[src/sv/cicd_pkg.sv]
// Shared types and constants for the complex CIC decimator.
// Register map, field widths, reset values and parameter defaults; no dependencies.
package cicd_pkg;

    // Parameter defaults
    localparam int MAX_ORDER_DEF   = 6;
    localparam int MAX_RATIO_DEF   = 64;
    localparam int MAX_DELAY_DEF   = 2;
    localparam int SAMPLE_BITS_DEF = 16;
    localparam int ACC_BITS_DEF    = 58;

    // Configuration port
    localparam int DATA_W   = 32;
    localparam int ADDR_W   = 5;
    localparam int IDX_W    = ADDR_W - 2;
    localparam int NUM_REGS = 5;

    localparam logic [IDX_W-1:0] REG_ORDER = 3'd0;
    localparam logic [IDX_W-1:0] REG_RATIO = 3'd1;
    localparam logic [IDX_W-1:0] REG_DELAY = 3'd2;
    localparam logic [IDX_W-1:0] REG_PHASE = 3'd3;
    localparam logic [IDX_W-1:0] REG_GAIN  = 3'd4;

    // Register field widths
    localparam int ORDER_W = 3;
    localparam int RATIO_W = 7;
    localparam int DELAY_W = 2;
    localparam int PHASE_W = 6;
    localparam int GAIN_W  = 32;

    // Gain is Q1.31
    localparam int GAIN_FRAC = 31;

    localparam logic [ORDER_W-1:0] ORDER_RST = 3'd5;
    localparam logic [RATIO_W-1:0] RATIO_RST = 7'd2;
    localparam logic [DELAY_W-1:0] DELAY_RST = 2'd1;
    localparam logic [PHASE_W-1:0] PHASE_RST = 6'd0;
    localparam logic [GAIN_W-1:0]  GAIN_RST  = 32'd67108864;

    // Pipeline control shared by every cell
    typedef struct packed {
        logic adv;  // pipeline moves this cycle
        logic clr;  // synchronous clear of all filter state
    } pipe_ctrl_t;

endpackage

[src/sv/cicd_integ_cell.sv]
// One integrator cell of the CIC cascade, real and imaginary lanes.
// Depends on cicd_pkg for the pipeline control struct.
module cicd_integ_cell #(
    parameter int ACC_BITS = cicd_pkg::ACC_BITS_DEF
) (
    input  logic                    clk,
    input  logic                    rst_n,
    input  cicd_pkg::pipe_ctrl_t    ctrl,
    input  logic                    in_valid,
    input  logic [ACC_BITS-1:0]     in_re,
    input  logic [ACC_BITS-1:0]     in_im,
    output logic                    out_valid,
    output logic [ACC_BITS-1:0]     out_re,
    output logic [ACC_BITS-1:0]     out_im
);

    logic                valid_reg;
    logic [ACC_BITS-1:0] acc_re_reg, acc_im_reg;

    always_ff @(posedge clk or negedge rst_n)
    begin
        if (!rst_n)
        begin
            valid_reg  <= 1'b0;
            acc_re_reg <= '0;
            acc_im_reg <= '0;
        end
        else if (ctrl.clr)
        begin
            valid_reg  <= 1'b0;
            acc_re_reg <= '0;
            acc_im_reg <= '0;
        end
        else if (ctrl.adv)
        begin
            valid_reg <= in_valid;
            if (in_valid)
            begin
                // modular accumulate, wraps at ACC_BITS
                acc_re_reg <= acc_re_reg + in_re;
                acc_im_reg <= acc_im_reg + in_im;
            end
        end
    end

    assign out_valid = valid_reg;
    assign out_re    = acc_re_reg;
    assign out_im    = acc_im_reg;

endmodule

[config.mk]
export PLATFORM = sky130hd
export DESIGN_NAME = cicd_integ_cell
export DESIGN_NICKNAME = d
export VERILOG_FILES = /design/src/sv/cicd_pkg.sv /design/src/sv/cicd_integ_cell.sv
export SDC_FILE = /design/constraint.sdc
export NUM_CORES = 1
export LEC_CHECK = 0
export BUFFER_PORTS_ARGS = -buffer_cell sky130_fd_sc_hd__buf_2
export CAP_MARGIN = 20
export CORE_MARGIN = 8
export CORE_UTILIZATION = 45
export DETAILED_ROUTE_END_ITERATION = 8
export PLACE_DENSITY_LB_ADDON = 0.25
export SYNTH_ARGS = -nofsm -noshare
export SYNTH_HDL_FRONTEND = slang
export SYNTH_SLANG_ARGS = --single-unit
[constraint.sdc]
create_clock -name clk -period 6.6 [get_ports clk]
set_input_delay 1.98 -clock clk [delete_from_list [all_inputs] [get_ports clk]]
set_output_delay 1.98 -clock clk [all_outputs]
set_load 0.05 [all_outputs]
==> impl_metrics.csv, run 1 <==
group,metric,value,unit
status,status,"finished, final reports clean",
clock_tree,clock_path_buffers,2,
grt,grt_pass1_vias,11419,
clock_tree,cts-buffers-inserted,17,
worst_setup_path,end_kind,"register",
timing,final_hold_viol_count,0,
yosys,synthArstFlopShare,100,%
layout,drive_above_1_share,18.5,%
yosys,synthCells,1414,
power_and_ir_drop,internal_power,1.77,mW
timing,finalHoldWorstSlack,0.534,ns
timing,max_freq,0.205,GHz
power_and_ir_drop,switchingPower,1.13,mW
clock_tree,cts_max_level,4,
route,drtIter0Drc,783,
power_and_ir_drop,p_comb_share,37.8,%
die,core,24300,µm²
route,drt-vias-per-instance,5.92,
min_path,min_from,"out_im[50]",
route,postRouteAntennaNets,0,
worst_setup_path,path_max_fanout,7,
timing,min_period,4.89,ns
grt,overflow,0,
grt,antenna_found_initial,4,
clock_tree,clock_sinks,117,
power_and_ir_drop,leakage,6.59,nW
yosys,yosys.cell_types.count,73,
clock_tree,ctsRootBufferMaster,"clkbuf_16",
yosys,yosysWarnings,0,
grt,grt_pass1_wl,59300,µm
worst_setup_path,arrival,5.18,ns
yosys,ys.flop_type,"dfrtp_1",
clock_tree,cts_tree,"yes",
timing,setup_viol,0,
yosys,synth.yosys.seq_area_share,26.3,%
yosys,syn_avg_cell_area,7.89,µm²
timing,maxSlewViolCount,0,
die,core.rowCount,57,
yosys,synth_nets,1651,
clock_tree,insertion_delay,0.41,ns
die,floorplan.initialDensity,45.8,%
clock_tree,hold_buffers,0,
worst_setup_path,worstRegToRegCells,10,
die,fp.dieW,173,µm
die,dieArea,30100,µm²
yosys,synth-seq-cells,117,
clock_tree,post_cts_resized,0,
power_and_ir_drop,pwr-share-clk,34.1,%
route,dr_total_vias,11489,
min_path,whs_path_depth,1,
timing,finClkSkew,0.0169,ns
yosys,synth_edf_count,0,
layout,area_growth,17.7,%
worst_setup_path,timing.rr.start,"out_re[33]",
die,ioPinCount,238,
min_path,hp-class,"register to register",
worst_setup_path,startpoint,"in_re[33]",
power_and_ir_drop,peakVddDrop,0.000135,V
worst_setup_path,worst_ep_required_time,6.89,ns
timing,rsz0062_at_grt,"false",
power_and_ir_drop,p_seq_share,28.2,%
yosys,syn-cell-area,11100,µm²
timing,timing.final.crit_share,74.1,%
clock_tree,post_cts_buffers,0,
route,dr.pass1.iters,5,
grt,grt_max_degree,72,
layout,fin_area,13100,µm²
timing,fin_setup_tns,0,ns
layout,nNetsFinal,1839,
worst_setup_path,worstSetupPathType,"input pin to register",
route,wl_per_cell,19.0,µm
worst_setup_path,startpoint_type,"input pin",
power_and_ir_drop,switching_share,39.0,%
power_and_ir_drop,power_density,222,nW/µm²
place,dp_hpwl,28100,µm
clock_tree,path_clk_slew,0.06,ns
route,routed_wl,36900,µm
timing,relSlewSlack,42.9,%
place,io_buffers,237,
place,place_area,12500,µm²
place,place_congestion,0.933,
flow_run,maxCapViolations,0,
die,die_h,173,µm
timing,worst_pin_slew,0.856,ns
route,drcViolationCount,0,
grt,grt.total_usage,23.6,%
-- state kept, by name, summed over array words and instances, names as in the netlist --
name	flops
out_im	58
out_re	58
out_valid	1
-- layer usage --
metal	GRT usage [%]	vias up	share of wire [%]
met5	0	-	0.068
met4	8.48	4	2.7
met3	4.84	54	6.2
met2	38.1	382	45
met1	30.8	5484	46
li1	-	5565	-
-- through the flow --
stage	std cells	util (%)	power [mW]	worst slack, ns
6_report	1941	54.0	2.91	1.71
5_1_grt	1940	53.9	3.06	1.53
4_1_cts	1938	53.9	2.91	1.72
3_5_place_dp	1907	51.4	1.91	1.30
3_3_place_gp	1907	51.4	1.91	1.29
2_1_floorplan	1414	-	1.63	1.94
-- layout by cell type, fill, tap and decap left out, types with 17 or more instances in the layout --
master     count
inv_1         38
a21o_1        61
a31oi_1       24
a211oi_1      17
xor2_1        37
and3_1        20
buf_2        235
nand4_1       29
xnor2_1       60
o21ai_0       70
nand2_1      220
clkbuf_16     17
nor2_1        55
a21oi_1      220
ha_1         114
nand3_1       19
o21bai_1      29
a22o_1        24
dfrtp_1      117
nor3_1        23
-- worst max-delay path, cell delays in order --
cell	delay (ns)
buf_2	0.11
ha_1	0.40
nand3_1	0.24
or3_1	0.45
o221ai_1	0.32
a211oi_1	0.20
o41a_1	0.58
o21ai_4	0.20
a21oi_1	0.08
a311oi_1	0.27
mux2_1	0.34
-- cells in the mapped netlist (4+ instances only) --
library cell	n	area (µm²)
a211oi_1	17	128
a21boi_0	4	30.0
a21o_1	61	458
a21oi_1	220	1100
a22o_1	24	210
a311oi_1	5	43.8
a31oi_1	24	150
and2_1	8	50.1
and3_1	20	125
buf_2	10	50.1
buf_4	4	30.0
clkbuf_1	58	218
dfrtp_1	117	2930
ha_1	114	1430
inv_1	38	143
nand2_1	221	830
nand2b_1	6	37.5
nand3_1	19	95.1
nand3b_1	4	30.0
nand4_1	29	181
nor2_1	57	214
nor2b_1	12	75.1
nor3_1	23	115
nor3b_1	5	37.5
o211ai_1	4	30.0
o21a_1	16	120
o21ai_0	70	350
o21bai_1	29	218
o31ai_1	10	75.1
or2_2	4	25.0
or3_1	8	50.1
or4_1	6	45.0
xnor2_1	60	526
xor2_1	37	324
-- power groups by stage --
stage / combinational (mW) / sequential [mW] / clock, mW
3_5_place_dp: 1.08 / 0.830 / 0
5_1_grt: 1.20 / 0.825 / 1.04
4_1_cts: 1.09 / 0.818 / 1.00
3_3_place_gp: 1.08 / 0.829 / 0
2_1_floorplan: 0.628 / 1.00 / 0
6_report: 1.10 / 0.819 / 0.990
-- final timing paths --
check,endpoint,slack [ns]
max,out_re[57],1.71
min,out_im[50],0.53
max reg2reg,out_re[57],2.94
min reg2reg,out_im[50],0.53
max in group asynchronous,out_re[18],4.06
min in group asynchronous,out_im[28],1.50
-- layout make-up --
cell class	count	area, µm²
fillers	2368	11200
multi-input cells	1183	7780
flip-flops and latches	117	2930
repair buffers	245	1250
clock buffers	22	484
well taps	324	405
inverters	38	143
clock inverters	9	125
diodes	3	7.51
-- kinds of logic (layout without fill, tap and decap cells) --
group | count (synthesis) | in the layout | share of synthesized area (%)
compound gates | 532 | 532 | 30.3
xor+xnor | 97 | 97 | 7.62
fa+ha+maj | 116 | 116 | 13.2
buf+inv | 114 | 314 | 4.11
flops | 117 | 117 | 26.3
mux | 3 | 3 | 0.281
other cells | 0 | 3 | 0
simple gates | 435 | 435 | 18.3
No activity file was read; power rests on OpenSTA's default activity.
==> inputs of run 2 (changes only) <==
==> constraint.sdc (replaced) <==
create_clock -name clk -period 4.5 [get_ports clk]
set_input_delay 1.35 -clock clk [delete_from_list [all_inputs] [get_ports clk]]
set_output_delay 1.35 -clock clk [all_outputs]
set_load 0.05 [all_outputs]
==> impl_metrics.csv, run 2 (same netlist as run 1, synthesis figures left out) <==
group,metric,value,unit
status,status,"finished, final reports clean",
timing,setup_viol,0,
grt,grt_pass1_vias,11724,
place,pre_cts_slack,-0.0764,ns
die,core,24300,µm²
worst_setup_path,worst_ep_required_time,4.78,ns
layout,final_cells,1988,
place,io_buffers,237,
worst_setup_path,crit_path_top_delay_cell,"a211oi_1",
layout,fin_area,13500,µm²
timing,max_freq,0.237,GHz
timing,final_hold_viol_count,0,
clock_tree,ctsRootBufferMaster,"clkbuf_16",
power_and_ir_drop,p_comb_share,38.1,%
worst_setup_path,r2r-end,"out_re[57]",
place,dp_hpwl,28700,µm
die,fp.dieW,173,µm
timing,min_period,4.21,ns
timing,maxSlewViolCount,0,
clock_tree,path_clk_slew,0.06,ns
route,drtIter0Drc,863,
timing,setup_ws,0.286,ns
clock_tree,clock_path_buffers,2,
timing,relSlewSlack,40.3,%
grt,grt.total_usage,23.8,%
place,place_congestion,0.928,
power_and_ir_drop,switchingPower,1.66,mW
power_and_ir_drop,design_power_total,4.38,mW
timing,timing.final.crit_share,93.7,%
worst_setup_path,end_kind,"register",
min_path,hp-class,"register to register",
grt,grt_max_degree,61,
worst_setup_path,startpoint_type,"input pin",
clock_tree,cts-buffers-inserted,17,
route,drcViolationCount,0,
worst_setup_path,critPathBufInv,2,
timing,worst_pin_slew,0.896,ns
layout,drive_above_1_share,20.8,%
timing,rsz0062_at_grt,"false",
route,wl_per_cell,18.6,µm
grt,grt_pass1_wl,59800,µm
power_and_ir_drop,power_density,325,nW/µm²
worst_setup_path,arrival,4.49,ns
worst_setup_path,crit_chain,"buf_2 -> ha_1 -> a211oi_1 -> o21ai_1 -> a211oi_1 -> o41ai_2 -> buf_4 -> a211oi_1 -> o41a_1 -> o21ai_4 -> a311oi_1 -> mux2_1",
clock_tree,cts_max_level,4,
layout,area_growth,21.2,%
worst_setup_path,crit_family,"compound AO/OA/AOI/OAI gates",
power_and_ir_drop,switching_share,37.8,%
route,dr_total_vias,11649,
worst_setup_path,worstRegToRegCells,11,
clock_tree,hold_buffers,0,
clock_tree,insertion_delay,0.42,ns
grt,antenna_found_initial,4,
power_and_ir_drop,leakage,6.83,nW
route,routed_wl,37000,µm
timing,finClkSkew,0.0165,ns
layout,nNetsFinal,1887,
layout,final_cell_mix,"buf_2 (235), a21oi_1 (220), nand2_1 (220), dfrtp_1 (117), ha_1 (114)",
clock_tree,post_cts_buffers,0,
worst_setup_path,ff2ff_setup_slack,0.90,ns
worst_setup_path,timing.rr.start,"out_re[1]",
worst_setup_path,crit_top_cell,"a211oi_1",
clock_tree,clock_sinks,117,
power_and_ir_drop,internal_power,2.73,mW
timing,finalHoldWorstSlack,0.530,ns
route,drt-vias-per-instance,5.86,
worst_setup_path,path_max_fanout,3,
route,postRouteAntennaNets,0,
die,floorplan.initialDensity,45.8,%
die,dieArea,30100,µm²
power_and_ir_drop,p_seq_share,27.4,%
place,place_inst,1955,
clock_tree,post_cts_resized,0,
worst_setup_path,startpoint,"in_re[1]",
min_path,whs_path_depth,1,
place,place_area,12900,µm²
layout,layout_commonest_cell,"buf_2",
power_and_ir_drop,pwr-share-clk,34.5,%
worst_setup_path,worstSetupPathType,"input pin to register",
die,ioPinCount,238,
die,die_h,173,µm
flow_run,maxCapViolations,0,
layout,fillers,2347,
min_path,holdPathEnd,"out_re[41]",
grt,overflow,0,
die,core.rowCount,57,
clock_tree,cts_tree,"yes",
route,dr.pass1.iters,5,
min_path,min_from,"out_re[41]",
worst_setup_path,cpPeakStageDelay,0.57,ns
power_and_ir_drop,peakVddDrop,0.000206,V
==> run 2: cell types whose count changed in the layout (fill, tap and decap cells not counted) <==
cell | before | now
bufinv_16 | 3 | 5
clkinvlp_4 | 2 | 1
clkbuf_8 | 4 | 2
clkbuf_1 | 1 | 2
diode_2 | 3 | 2
buf_4 | 10 | 58
==> run 2: metrics by stage <==
stage	utilization (%)	TNS, ns
global route	55.5	0
detailed placement	52.9	-0.0895
finish	55.5	0
floorplan	-	0
global placement	52.9	-0.0739
CTS	55.5	0
==> run 2: worst max-delay path by stage <==
| stage | end | slack [ns] | depth (start not counted) |
|---|---|---|---|
| global placement | out_re[57] | -0.05 | 12 |
| detailed placement | out_re[57] | -0.08 | 12 |
| CTS | out_re[57] | 0.34 | 12 |
| global route | out_re[57] | 0.12 | 12 |
| finish | out_re[57] | 0.29 | 12 |
| floorplan | out_re[57] | 0.47 | 11 |
==> run 2: cell type report <==
cell class | instances | area (µm²) | area share (%)
clock inverters | 10 | 178 | 1.32
repair buffers | 293 | 1610 | 11.9
clock buffers | 21 | 460 | 3.41
multi-input cells | 1183 | 7780 | 57.6
diodes | 2 | 5.00 | 0.0370
flip-flops and latches | 117 | 2930 | 21.7
inverters | 38 | 143 | 1.06
well taps | 324 | 405 | 3.00
==> run 2: routing by layer <==
layer	track usage, %	share of wire (%)
met4	7.80	2.5
met3	5.77	6.9
met2	38.5	45
met1	30.8	45
met5	0	0.062
==> run 2: power groups by stage <==
stage	clock [mW]	combinational, mW	sequential, mW
6_report	1.51	1.67	1.20
5_1_grt	1.58	1.82	1.21
4_1_cts	1.54	1.66	1.20
3_5_place_dp	0	1.65	1.22
3_3_place_gp	0	1.65	1.21
2_1_floorplan	0	0.921	1.47
